==> src/rtl/dewp_pkg.sv <==
// Shared types and constants for the digitizer event word parser.
package dewp_pkg;

    // Samples in one complete event
    localparam int SAMPLES_PER_EVENT = 512;
    // Pairs that carry at least one sample of the event
    localparam int MAX_PAIRS = (SAMPLES_PER_EVENT + 1) / 2;
    // Pairs whose odd sample is inside the event
    localparam int FULL_PAIRS = SAMPLES_PER_EVENT / 2;
    // Width of the pair counter, which must hold MAX_PAIRS itself
    localparam int PAIR_W = $clog2(MAX_PAIRS + 1);

    localparam logic [31:0] HEADER_WORD = 32'hFFFF_FFFF;
    localparam logic [15:0] RANGE_LIMIT_RESET = 16'd16384;

    // Command queue depth between front and back
    localparam int QUEUE_DEPTH = 4;
    localparam int QPTR_W = $clog2(QUEUE_DEPTH);

    // Result kinds
    localparam logic KIND_PAIR = 1'b0;
    localparam logic KIND_SUMMARY = 1'b1;

    // Event status codes
    localparam logic [1:0] STATUS_GOOD = 2'd0;
    localparam logic [1:0] STATUS_RANGE = 2'd1;
    localparam logic [1:0] STATUS_MISSING = 2'd2;

    // Position within the words that follow a header
    typedef enum logic [3:0] {
        POS_IDLE,
        POS_TLOW,
        POS_THIGH,
        POS_ICNT,
        POS_HIT0,
        POS_HIT1,
        POS_EVID,
        POS_FILL,
        POS_DATA
    } pos_t;

    // Commands handed from the front to the back
    typedef enum logic [2:0] {
        OP_TLOW,
        OP_THIGH,
        OP_ICNT,
        OP_EVID,
        OP_SAMPLE,
        OP_CLOSE,
        OP_EOS
    } op_t;

    typedef struct packed {
        op_t         op;
        logic [31:0] word;
    } cmd_t;

    // Push side of the command queue
    typedef struct packed {
        logic valid;
        cmd_t cmd;
    } push_t;

    // Head of the command queue
    typedef struct packed {
        logic valid;
        cmd_t cmd;
    } head_t;

endpackage

==> src/rtl/digitizer_event_word_parser.sv <==
// Top level of the digitizer event word parser.
// Takes one 32-bit digitizer word per cycle and gives at most one result per word:
// a sample pair, or an event summary when a header closes an event or end of
// stream arrives. A word passes the front end (header position tracking) in the
// cycle it is accepted, waits in a four-entry command queue, and the back end
// (event state, sample range check) then loads the result register from the
// queue head. Sustained rate is one word per cycle; the input stalls only when
// the command queue is full, which happens only while the result register is
// held by m_ready low. range_limit resets to 16384; the user must write it through
// cfg_we/cfg_wdata only while the block is idle, which the block does not enforce.
module digitizer_event_word_parser (
    input  logic        aclk,
    input  logic        aresetn,
    input  logic        cfg_we,
    input  logic [15:0] cfg_wdata,
    input  logic        s_valid,
    output logic        s_ready,
    input  logic [31:0] s_word,
    input  logic        s_end_of_stream,
    output logic        m_valid,
    input  logic        m_ready,
    output logic        m_result_kind,
    output logic [7:0]  m_pair_index,
    output logic [15:0] m_sample_even,
    output logic [15:0] m_sample_odd,
    output logic [63:0] m_timestamp,
    output logic [31:0] m_event_number,
    output logic [31:0] m_internal_event,
    output logic [1:0]  m_event_status,
    output logic [8:0]  m_pair_count
);
    import dewp_pkg::*;

    push_t push;
    head_t head;
    logic  q_ready;
    logic  pop;

    dewp_front u_front (
        .aclk            (aclk),
        .aresetn         (aresetn),
        .s_valid         (s_valid),
        .s_ready         (s_ready),
        .s_word          (s_word),
        .s_end_of_stream (s_end_of_stream),
        .q_ready         (q_ready),
        .push            (push)
    );

    dewp_queue u_queue (
        .aclk    (aclk),
        .aresetn (aresetn),
        .push    (push),
        .q_ready (q_ready),
        .head    (head),
        .pop     (pop)
    );

    dewp_back u_back (
        .aclk             (aclk),
        .aresetn          (aresetn),
        .cfg_we           (cfg_we),
        .cfg_wdata        (cfg_wdata),
        .head             (head),
        .pop              (pop),
        .m_valid          (m_valid),
        .m_ready          (m_ready),
        .m_result_kind    (m_result_kind),
        .m_pair_index     (m_pair_index),
        .m_sample_even    (m_sample_even),
        .m_sample_odd     (m_sample_odd),
        .m_timestamp      (m_timestamp),
        .m_event_number   (m_event_number),
        .m_internal_event (m_internal_event),
        .m_event_status   (m_event_status),
        .m_pair_count     (m_pair_count)
    );

endmodule

==> src/rtl/dewp_front.sv <==
// Front end: accepts words, tracks header position and classifies each item.
module dewp_front (
    input  logic           aclk,
    input  logic           aresetn,
    input  logic           s_valid,
    output logic           s_ready,
    input  logic [31:0]    s_word,
    input  logic           s_end_of_stream,
    input  logic           q_ready,
    output dewp_pkg::push_t push
);
    import dewp_pkg::*;

    pos_t pos_reg, pos_next;
    logic event_seen_reg, event_seen_next;
    logic accept;
    logic is_header;
    logic emit;
    op_t  op;

    assign s_ready   = q_ready;
    assign accept    = s_valid && s_ready;
    assign is_header = (s_word == HEADER_WORD);

    // Next position and event-seen flag
    always_comb begin
        pos_next        = pos_reg;
        event_seen_next = event_seen_reg;
        if (accept) begin
            if (s_end_of_stream) begin
                pos_next        = POS_IDLE;
                event_seen_next = 1'b0;
            end else if (is_header) begin
                pos_next = POS_TLOW;
            end else begin
                case (pos_reg)
                    POS_IDLE:  pos_next = POS_IDLE;
                    POS_TLOW:  pos_next = POS_THIGH;
                    POS_THIGH: pos_next = POS_ICNT;
                    POS_ICNT:  pos_next = POS_HIT0;
                    POS_HIT0:  pos_next = POS_HIT1;
                    POS_HIT1:  pos_next = POS_EVID;
                    POS_EVID: begin
                        pos_next        = POS_FILL;
                        event_seen_next = 1'b1;
                    end
                    POS_FILL:  pos_next = POS_DATA;
                    POS_DATA:  pos_next = POS_DATA;
                    default:   pos_next = POS_IDLE;
                endcase
            end
        end
    end

    // Command for the back end; words that change nothing there are not queued
    always_comb begin
        emit = 1'b0;
        op   = OP_SAMPLE;
        if (s_end_of_stream) begin
            emit = 1'b1;
            op   = OP_EOS;
        end else if (is_header) begin
            emit = event_seen_reg;
            op   = OP_CLOSE;
        end else begin
            case (pos_reg)
                POS_TLOW: begin
                    emit = 1'b1;
                    op   = OP_TLOW;
                end
                POS_THIGH: begin
                    emit = 1'b1;
                    op   = OP_THIGH;
                end
                POS_ICNT: begin
                    emit = 1'b1;
                    op   = OP_ICNT;
                end
                POS_EVID: begin
                    emit = 1'b1;
                    op   = OP_EVID;
                end
                POS_DATA: begin
                    emit = 1'b1;
                    op   = OP_SAMPLE;
                end
                default: begin
                    emit = 1'b0;
                    op   = OP_SAMPLE;
                end
            endcase
        end
    end

    assign push.valid    = accept && emit;
    assign push.cmd.op   = op;
    assign push.cmd.word = s_word;

    always_ff @(posedge aclk) begin
        if (!aresetn) begin
            pos_reg        <= POS_IDLE;
            event_seen_reg <= 1'b0;
        end else begin
            pos_reg        <= pos_next;
            event_seen_reg <= event_seen_next;
        end
    end

endmodule

==> src/rtl/dewp_queue.sv <==
// Short command queue between the front end and the back end.
module dewp_queue (
    input  logic            aclk,
    input  logic            aresetn,
    input  dewp_pkg::push_t push,
    output logic            q_ready,
    output dewp_pkg::head_t head,
    input  logic            pop
);
    import dewp_pkg::*;

    cmd_t entry_reg [QUEUE_DEPTH];
    logic [QPTR_W-1:0] wr_ptr_reg, wr_ptr_next;
    logic [QPTR_W-1:0] rd_ptr_reg, rd_ptr_next;
    logic [QPTR_W:0]   count_reg, count_next;
    logic do_push, do_pop;

    assign q_ready    = (count_reg != (QPTR_W+1)'(QUEUE_DEPTH));
    assign do_push    = push.valid && q_ready;
    assign do_pop     = pop && head.valid;
    assign head.valid = (count_reg != '0);
    assign head.cmd   = entry_reg[rd_ptr_reg];

    // Pointer and fill count update
    always_comb begin
        wr_ptr_next = wr_ptr_reg;
        rd_ptr_next = rd_ptr_reg;
        count_next  = count_reg;
        if (do_push) begin
            wr_ptr_next = wr_ptr_reg + QPTR_W'(1);
        end
        if (do_pop) begin
            rd_ptr_next = rd_ptr_reg + QPTR_W'(1);
        end
        if (do_push && !do_pop) begin
            count_next = count_reg + (QPTR_W+1)'(1);
        end else if (do_pop && !do_push) begin
            count_next = count_reg - (QPTR_W+1)'(1);
        end
    end

    always_ff @(posedge aclk) begin
        if (!aresetn) begin
            wr_ptr_reg <= '0;
            rd_ptr_reg <= '0;
            count_reg  <= '0;
        end else begin
            wr_ptr_reg <= wr_ptr_next;
            rd_ptr_reg <= rd_ptr_next;
            count_reg  <= count_next;
        end
    end

    // Entry storage
    always_ff @(posedge aclk) begin
        if (do_push) begin
            entry_reg[wr_ptr_reg] <= push.cmd;
        end
    end

endmodule

==> src/rtl/dewp_back.sv <==
// Back end: holds event state, checks samples and drives the result register.
module dewp_back (
    input  logic            aclk,
    input  logic            aresetn,
    input  logic            cfg_we,
    input  logic [15:0]     cfg_wdata,
    input  dewp_pkg::head_t head,
    output logic            pop,
    output logic            m_valid,
    input  logic            m_ready,
    output logic            m_result_kind,
    output logic [7:0]      m_pair_index,
    output logic [15:0]     m_sample_even,
    output logic [15:0]     m_sample_odd,
    output logic [63:0]     m_timestamp,
    output logic [31:0]     m_event_number,
    output logic [31:0]     m_internal_event,
    output logic [1:0]      m_event_status,
    output logic [8:0]      m_pair_count
);
    import dewp_pkg::*;

    localparam logic [PAIR_W-1:0] MAX_PAIRS_C  = PAIR_W'(MAX_PAIRS);
    localparam logic [PAIR_W-1:0] FULL_PAIRS_C = PAIR_W'(FULL_PAIRS);

    logic [15:0]       range_limit_reg;
    logic [PAIR_W-1:0] pairs_reg, pairs_next;
    logic              range_err_reg, range_err_next;
    logic [31:0]       tlow_reg, tlow_next;
    logic [63:0]       event_time_reg, event_time_next;
    logic [31:0]       icnt_reg, icnt_next;
    logic [31:0]       evid_reg, evid_next;
    logic              out_valid_reg, out_valid_next;

    logic [15:0] even_s, odd_s;
    logic        even_bad, odd_bad;
    logic        is_close, is_sample, pair_room;
    logic        produces, load_out;
    logic [1:0]  status;

    assign even_s    = head.cmd.word[15:0];
    assign odd_s     = head.cmd.word[31:16];
    assign even_bad  = (even_s == '0) || (even_s >= range_limit_reg);
    assign odd_bad   = (odd_s == '0) || (odd_s >= range_limit_reg);
    assign is_close  = (head.cmd.op == OP_CLOSE) || (head.cmd.op == OP_EOS);
    assign is_sample = (head.cmd.op == OP_SAMPLE);
    assign pair_room = (pairs_reg < MAX_PAIRS_C);
    assign produces  = is_close || (is_sample && pair_room);

    // Take the head unless it has a result and the output register is blocked
    assign pop      = head.valid && (!produces || !out_valid_reg || m_ready);
    assign load_out = pop && produces;

    // Missing samples outrank out of range
    always_comb begin
        if (pairs_reg < MAX_PAIRS_C) begin
            status = STATUS_MISSING;
        end else if (range_err_reg) begin
            status = STATUS_RANGE;
        end else begin
            status = STATUS_GOOD;
        end
    end

    // Event state update
    always_comb begin
        pairs_next      = pairs_reg;
        range_err_next  = range_err_reg;
        tlow_next       = tlow_reg;
        event_time_next = event_time_reg;
        icnt_next       = icnt_reg;
        evid_next       = evid_reg;
        if (pop) begin
            case (head.cmd.op)
                OP_TLOW:  tlow_next = head.cmd.word;
                OP_THIGH: event_time_next = {head.cmd.word, tlow_reg};
                OP_ICNT:  icnt_next = head.cmd.word;
                OP_EVID:  evid_next = head.cmd.word;
                OP_SAMPLE: begin
                    if (pair_room) begin
                        pairs_next = pairs_reg + PAIR_W'(1);
                        if (even_bad || ((pairs_reg < FULL_PAIRS_C) && odd_bad)) begin
                            range_err_next = 1'b1;
                        end
                    end
                end
                OP_CLOSE: begin
                    pairs_next      = '0;
                    range_err_next  = 1'b0;
                    event_time_next = '0;
                end
                OP_EOS: begin
                    pairs_next      = '0;
                    range_err_next  = 1'b0;
                    event_time_next = '0;
                    tlow_next       = '0;
                    icnt_next       = '0;
                    evid_next       = '0;
                end
                default: begin
                    pairs_next = pairs_reg;
                end
            endcase
        end
    end

    // Output register valid
    always_comb begin
        if (load_out) begin
            out_valid_next = 1'b1;
        end else if (m_ready) begin
            out_valid_next = 1'b0;
        end else begin
            out_valid_next = out_valid_reg;
        end
    end

    always_ff @(posedge aclk) begin
        if (!aresetn) begin
            range_limit_reg <= RANGE_LIMIT_RESET;
            pairs_reg       <= '0;
            range_err_reg   <= 1'b0;
            tlow_reg        <= '0;
            event_time_reg  <= '0;
            icnt_reg        <= '0;
            evid_reg        <= '0;
            out_valid_reg   <= 1'b0;
        end else begin
            if (cfg_we) begin
                range_limit_reg <= cfg_wdata;
            end
            pairs_reg      <= pairs_next;
            range_err_reg  <= range_err_next;
            tlow_reg       <= tlow_next;
            event_time_reg <= event_time_next;
            icnt_reg       <= icnt_next;
            evid_reg       <= evid_next;
            out_valid_reg  <= out_valid_next;
        end
    end

    // Result payload
    always_ff @(posedge aclk) begin
        if (load_out) begin
            if (is_close) begin
                m_result_kind    <= KIND_SUMMARY;
                m_pair_index     <= '0;
                m_sample_even    <= '0;
                m_sample_odd     <= '0;
                m_timestamp      <= event_time_reg;
                m_event_number   <= evid_reg;
                m_internal_event <= icnt_reg;
                m_event_status   <= status;
                m_pair_count     <= 9'(pairs_reg);
            end else begin
                m_result_kind    <= KIND_PAIR;
                m_pair_index     <= 8'(pairs_reg);
                m_sample_even    <= even_s;
                m_sample_odd     <= odd_s;
                m_timestamp      <= '0;
                m_event_number   <= '0;
                m_internal_event <= '0;
                m_event_status   <= STATUS_GOOD;
                m_pair_count     <= '0;
            end
        end
    end

    assign m_valid = out_valid_reg;

endmodule
==> config.mk <==
export PLATFORM = sky130hd
export DESIGN_NAME = digitizer_event_word_parser
export DESIGN_NICKNAME = d
export VERILOG_FILES = /design/src/rtl/dewp_pkg.sv /design/src/rtl/digitizer_event_word_parser.sv /design/src/rtl/dewp_front.sv /design/src/rtl/dewp_queue.sv /design/src/rtl/dewp_back.sv
export SDC_FILE = /design/constraint.sdc
export NUM_CORES = 1
export LEC_CHECK = 0
export ABC_AREA = 0
export BUFFER_PORTS_ARGS = -buffer_cell sky130_fd_sc_hd__buf_4
export CORE_UTILIZATION = 60
export CTS_BUF_LIST = sky130_fd_sc_hd__clkbuf_16
export DETAILED_ROUTE_END_ITERATION = 16
export GPL_TIMING_DRIVEN = 0
export PLACE_DENSITY = 0.91
export SKIP_LAST_GASP = 1
export SLEW_MARGIN = 10
export SYNTH_ARGS = -nofsm -noshare
export SYNTH_HDL_FRONTEND = slang
export SYNTH_SLANG_ARGS = --single-unit
==> constraint.sdc <==
create_clock -name aclk -period 8.62 [get_ports aclk]
set_input_delay 0.862 -clock aclk [delete_from_list [all_inputs] [get_ports aclk]]
set_output_delay 0.862 -clock aclk [all_outputs]
set_load 0.02 [all_outputs]
==> impl_metrics.yaml <==
outcome:
  run_status: "complete, no violations"
critical_path:
  cp_data_arrival_time_ps: 4530
  path_buf_inv: 2
  path_cells: "buf_4 -> nand4_1 -> nor4_1 -> nand2_1 -> mux2i_1 -> a21oi_1 -> ha_1 -> inv_1 -> fa_1 -> xor2_1 -> or3_1 -> a21oi_1"
  crit_family: "simple AND/OR/NAND/NOR gates"
  r2r_cells: 10
  crit_required_ps: 9100
  crit_path_frequent_cell: "a21oi_1"
  max_stage_delay_ps: 850
  cp_max_fo: 7
  reg2reg_to: "u_back.range_err_reg"
  cp-end-kind: "flip-flop"
  startpoint_type: "primary input"
  path_class: "primary input to flip-flop"
  r2r_slack_ps: 5390
  slowest_stage: "nor4_1"
routing:
  vias_per_cell: 5.88
  drc: 0
  wl_mm: 50.6
  wire_per_inst_um: 21.1
  drtIter0Drc: 1592
  ant_nets: 0
  num_vias: 14100
  firstDrtPassIters: 6
timing:
  period_needed_ps: 4050
  hold_viol_final: 0
  relSlewSlack_pct: 10.4
  clock.fmax_mhz: 247
  tightest_slew_ps: 1330
  clock_skew_ps: 23.4
  drv_slew: 0
  final.period_utilization_pct: 47.0
  finalSetupTns_ps: 0
  rsz0062_at_grt: "false"
  setup_viol: 0
logic_synthesis:
  seq_area_frac_synth_pct: 68.0
  post_synth_inst_count: 1622
  yosysTopAreaCellShare_pct: 47.9
  ys_ff_latch: 521
  yosysWarnings: 0
  yosys-top-cells-area: "edfxtp_1 (48%), dfxtp_1 (20%), and2_1 (5.6%)"
  syn_avg_cell_area_sq_um: 12.4
  synth_edf_count: 320
  netlist_area_sq_um: 20000
  ys_types: 52
  synthesis.nets: 1715
  synthArstFlopShare_pct: 0
  synth_ff_type: "edfxtp_1"
  synth_top_area_cell: "edfxtp_1"
pwr:
  comb_power_share_pct: 37.8
  finalPower_w: 0.00948
  power.share.clock_pct: 22.3
  cellPowerDensity_nw_per_um2: 393
  internal_power_w: 0.00588
  swShare_pct: 38.0
  ir_drop_mv: 0.212
  switchingPower_w: 0.00360
  pwr-share-seq_pct: 39.9
  leakage_nw: 9.12
worst_hold_path:
  hold_class: "flip-flop to flip-flop"
  holdCritStartpoint: "u_back.event_time_reg[31]"
  holdPathEnd: "u_back.event_time_reg[31]"
  holdPathStages: 2
clocking:
  post-cts-setup-buffers: 0
  clkTransAtPathRegs_ps: 60
  clockBufferDepth: 3
  ctsResizeCount: 0
  cts_buffers: 50
  clk_latency_ps: 580
  cts_tree: "done"
  htree_num_levels: 2
  cts.sinks: 521
  cts_hold_buffers: 0
  cts-root-buf: "clkbuf_16"
floorplan:
  io_pins: 236
  die_area_sq_um: 34100
  fp.dieW_um: 185
  coreArea_sq_um: 32700
  die_h_um: 185
  start_util_pct: 61.3
  std_cell_rows: 66
place:
  io_buffers: 233
  place_congestion: 0.911
  dpl.hpwl_mm: 35.4
  dpl_cell_area_sq_um: 22500
finish:
  syn_to_final_growth_pct: 20.2
  layout-drive-gt1-share_pct: 20.1
  fin_nets: 2005
  finalInstanceArea_sq_um: 24100
  final_common_cell: "edfxtp_1"
  largest_reg_flops: 140
  n_antenna_cell: 0
  fillers: 1960
  mostFrequentLayoutCells: "edfxtp_1 (320), buf_4 (239), nor2_1 (233), dfxtp_1 (201), and2_1 (176)"
grt:
  grt_pass1_vias: 13800
  overflow: 0
  grt_pass1_wl_mm: 76.8
  antenna_found_initial: 0
  grt_max_degree: 121
  grtUsageTotal_pct: 29.9
job:
  drv_cap: 0
Yosys cell counts, drive strengths merged, types with 14 or more instances:
master and n:
nor4 14, and2 180, inv 27, a21oi 174, edfxtp 320, mux2i 19
ha 38, buf 34, clkbuf 58, mux4 35, nor2 235, nand3 44
nand2 148, dfxtp 201
power by group through the flow:
| stage | clock, W | sequential, W | combinational (W) |
|---|---|---|---|
| CTS | 0.00212 | 0.00378 | 0.00354 |
| finish | 0.00212 | 0.00378 | 0.00359 |
| global placement | 0 | 0.00386 | 0.00336 |
| global route | 0.00223 | 0.00383 | 0.00381 |
| detailed placement | 0 | 0.00382 | 0.00350 |
| floorplan | 0 | 0.00436 | 0.00152 |
cell type report:
type	count	area, sq um	area share [%]
Multi-Input combinational cell	982	5910	24.5
Timing Repair Buffer	238	1880	7.80
Clock buffer	54	1350	5.61
Tap cell	442	553	2.30
Clock inverter	39	249	1.03
Sequential cell	521	13600	56.6
Inverter	27	109	0.452
Buffer	92	409	1.70
stage by stage:
| stage | util, % | setup slack, ps | cells | hold WS, ps |
|---|---|---|---|---|
| 5_1_grt | 73.7 | 4280 | 2395 | 468 |
| 3_5_place_dp | 68.8 | 3990 | 2302 | 442 |
| 6_report | 73.7 | 4570 | 2395 | 452 |
| 3_3_place_gp | 68.3 | 3610 | 2297 | 435 |
| 2_1_floorplan | - | 4600 | 1622 | 427 |
| 4_1_cts | 73.7 | 4470 | 2395 | 449 |
per-layer routing:
| metal | GRT usage [%] | up-vias | part of all wire [%] |
|---|---|---|---|
| met3 | 5.45 | 181 | 9.4 |
| met1 | 38.1 | 6805 | 37 |
| met2 | 50.1 | 829 | 49 |
| met4 | 13.5 | 0 | 4.6 |
| li1 | - | 6261 | - |
| met5 | 0 | - | 0 |
worst max path at each step:
stage / start / to / slack (ps) / cells past startpoint
6_report: s_word[20] / u_queue.count_reg[2] / 4570 / 12
3_3_place_gp: m_ready / u_back.pairs_reg[3] / 3610 / 8
4_1_cts: s_word[20] / u_queue.count_reg[2] / 4470 / 12
3_5_place_dp: s_word[19] / u_queue.count_reg[2] / 3990 / 12
5_1_grt: s_word[20] / u_queue.count_reg[2] / 4280 / 12
2_1_floorplan: m_ready / u_back.pairs_reg[3] / 4600 / 7
cells by family (layout without fill, tap and decap cells):
group | count (synthesis) | after routing | share of synthesized area [%]
muxes | 54 | 54 | 4.88
buffers and inverters | 119 | 450 | 2.55
xor gates and xnor gates | 14 | 14 | 0.612
and+or+nand+nor | 662 | 662 | 15.8
AOI/OAI and AO/OA | 213 | 213 | 5.73
adders and majority gates | 39 | 39 | 2.47
DFF | 521 | 521 | 68.0
worst register-to-register path, stage by stage (launching register included):
cell and delay (ps):
dfxtp_1 320, clkbuf_2 270, clkbuf_1 580, mux4_2 530
ha_1 330, o21ai_0 140, a21oi_1 60, o2111ai_1 180
nand3_1 90, a2111oi_0 410, a311oi_1 150
No activity file was read; power rests on OpenSTA's default activity.
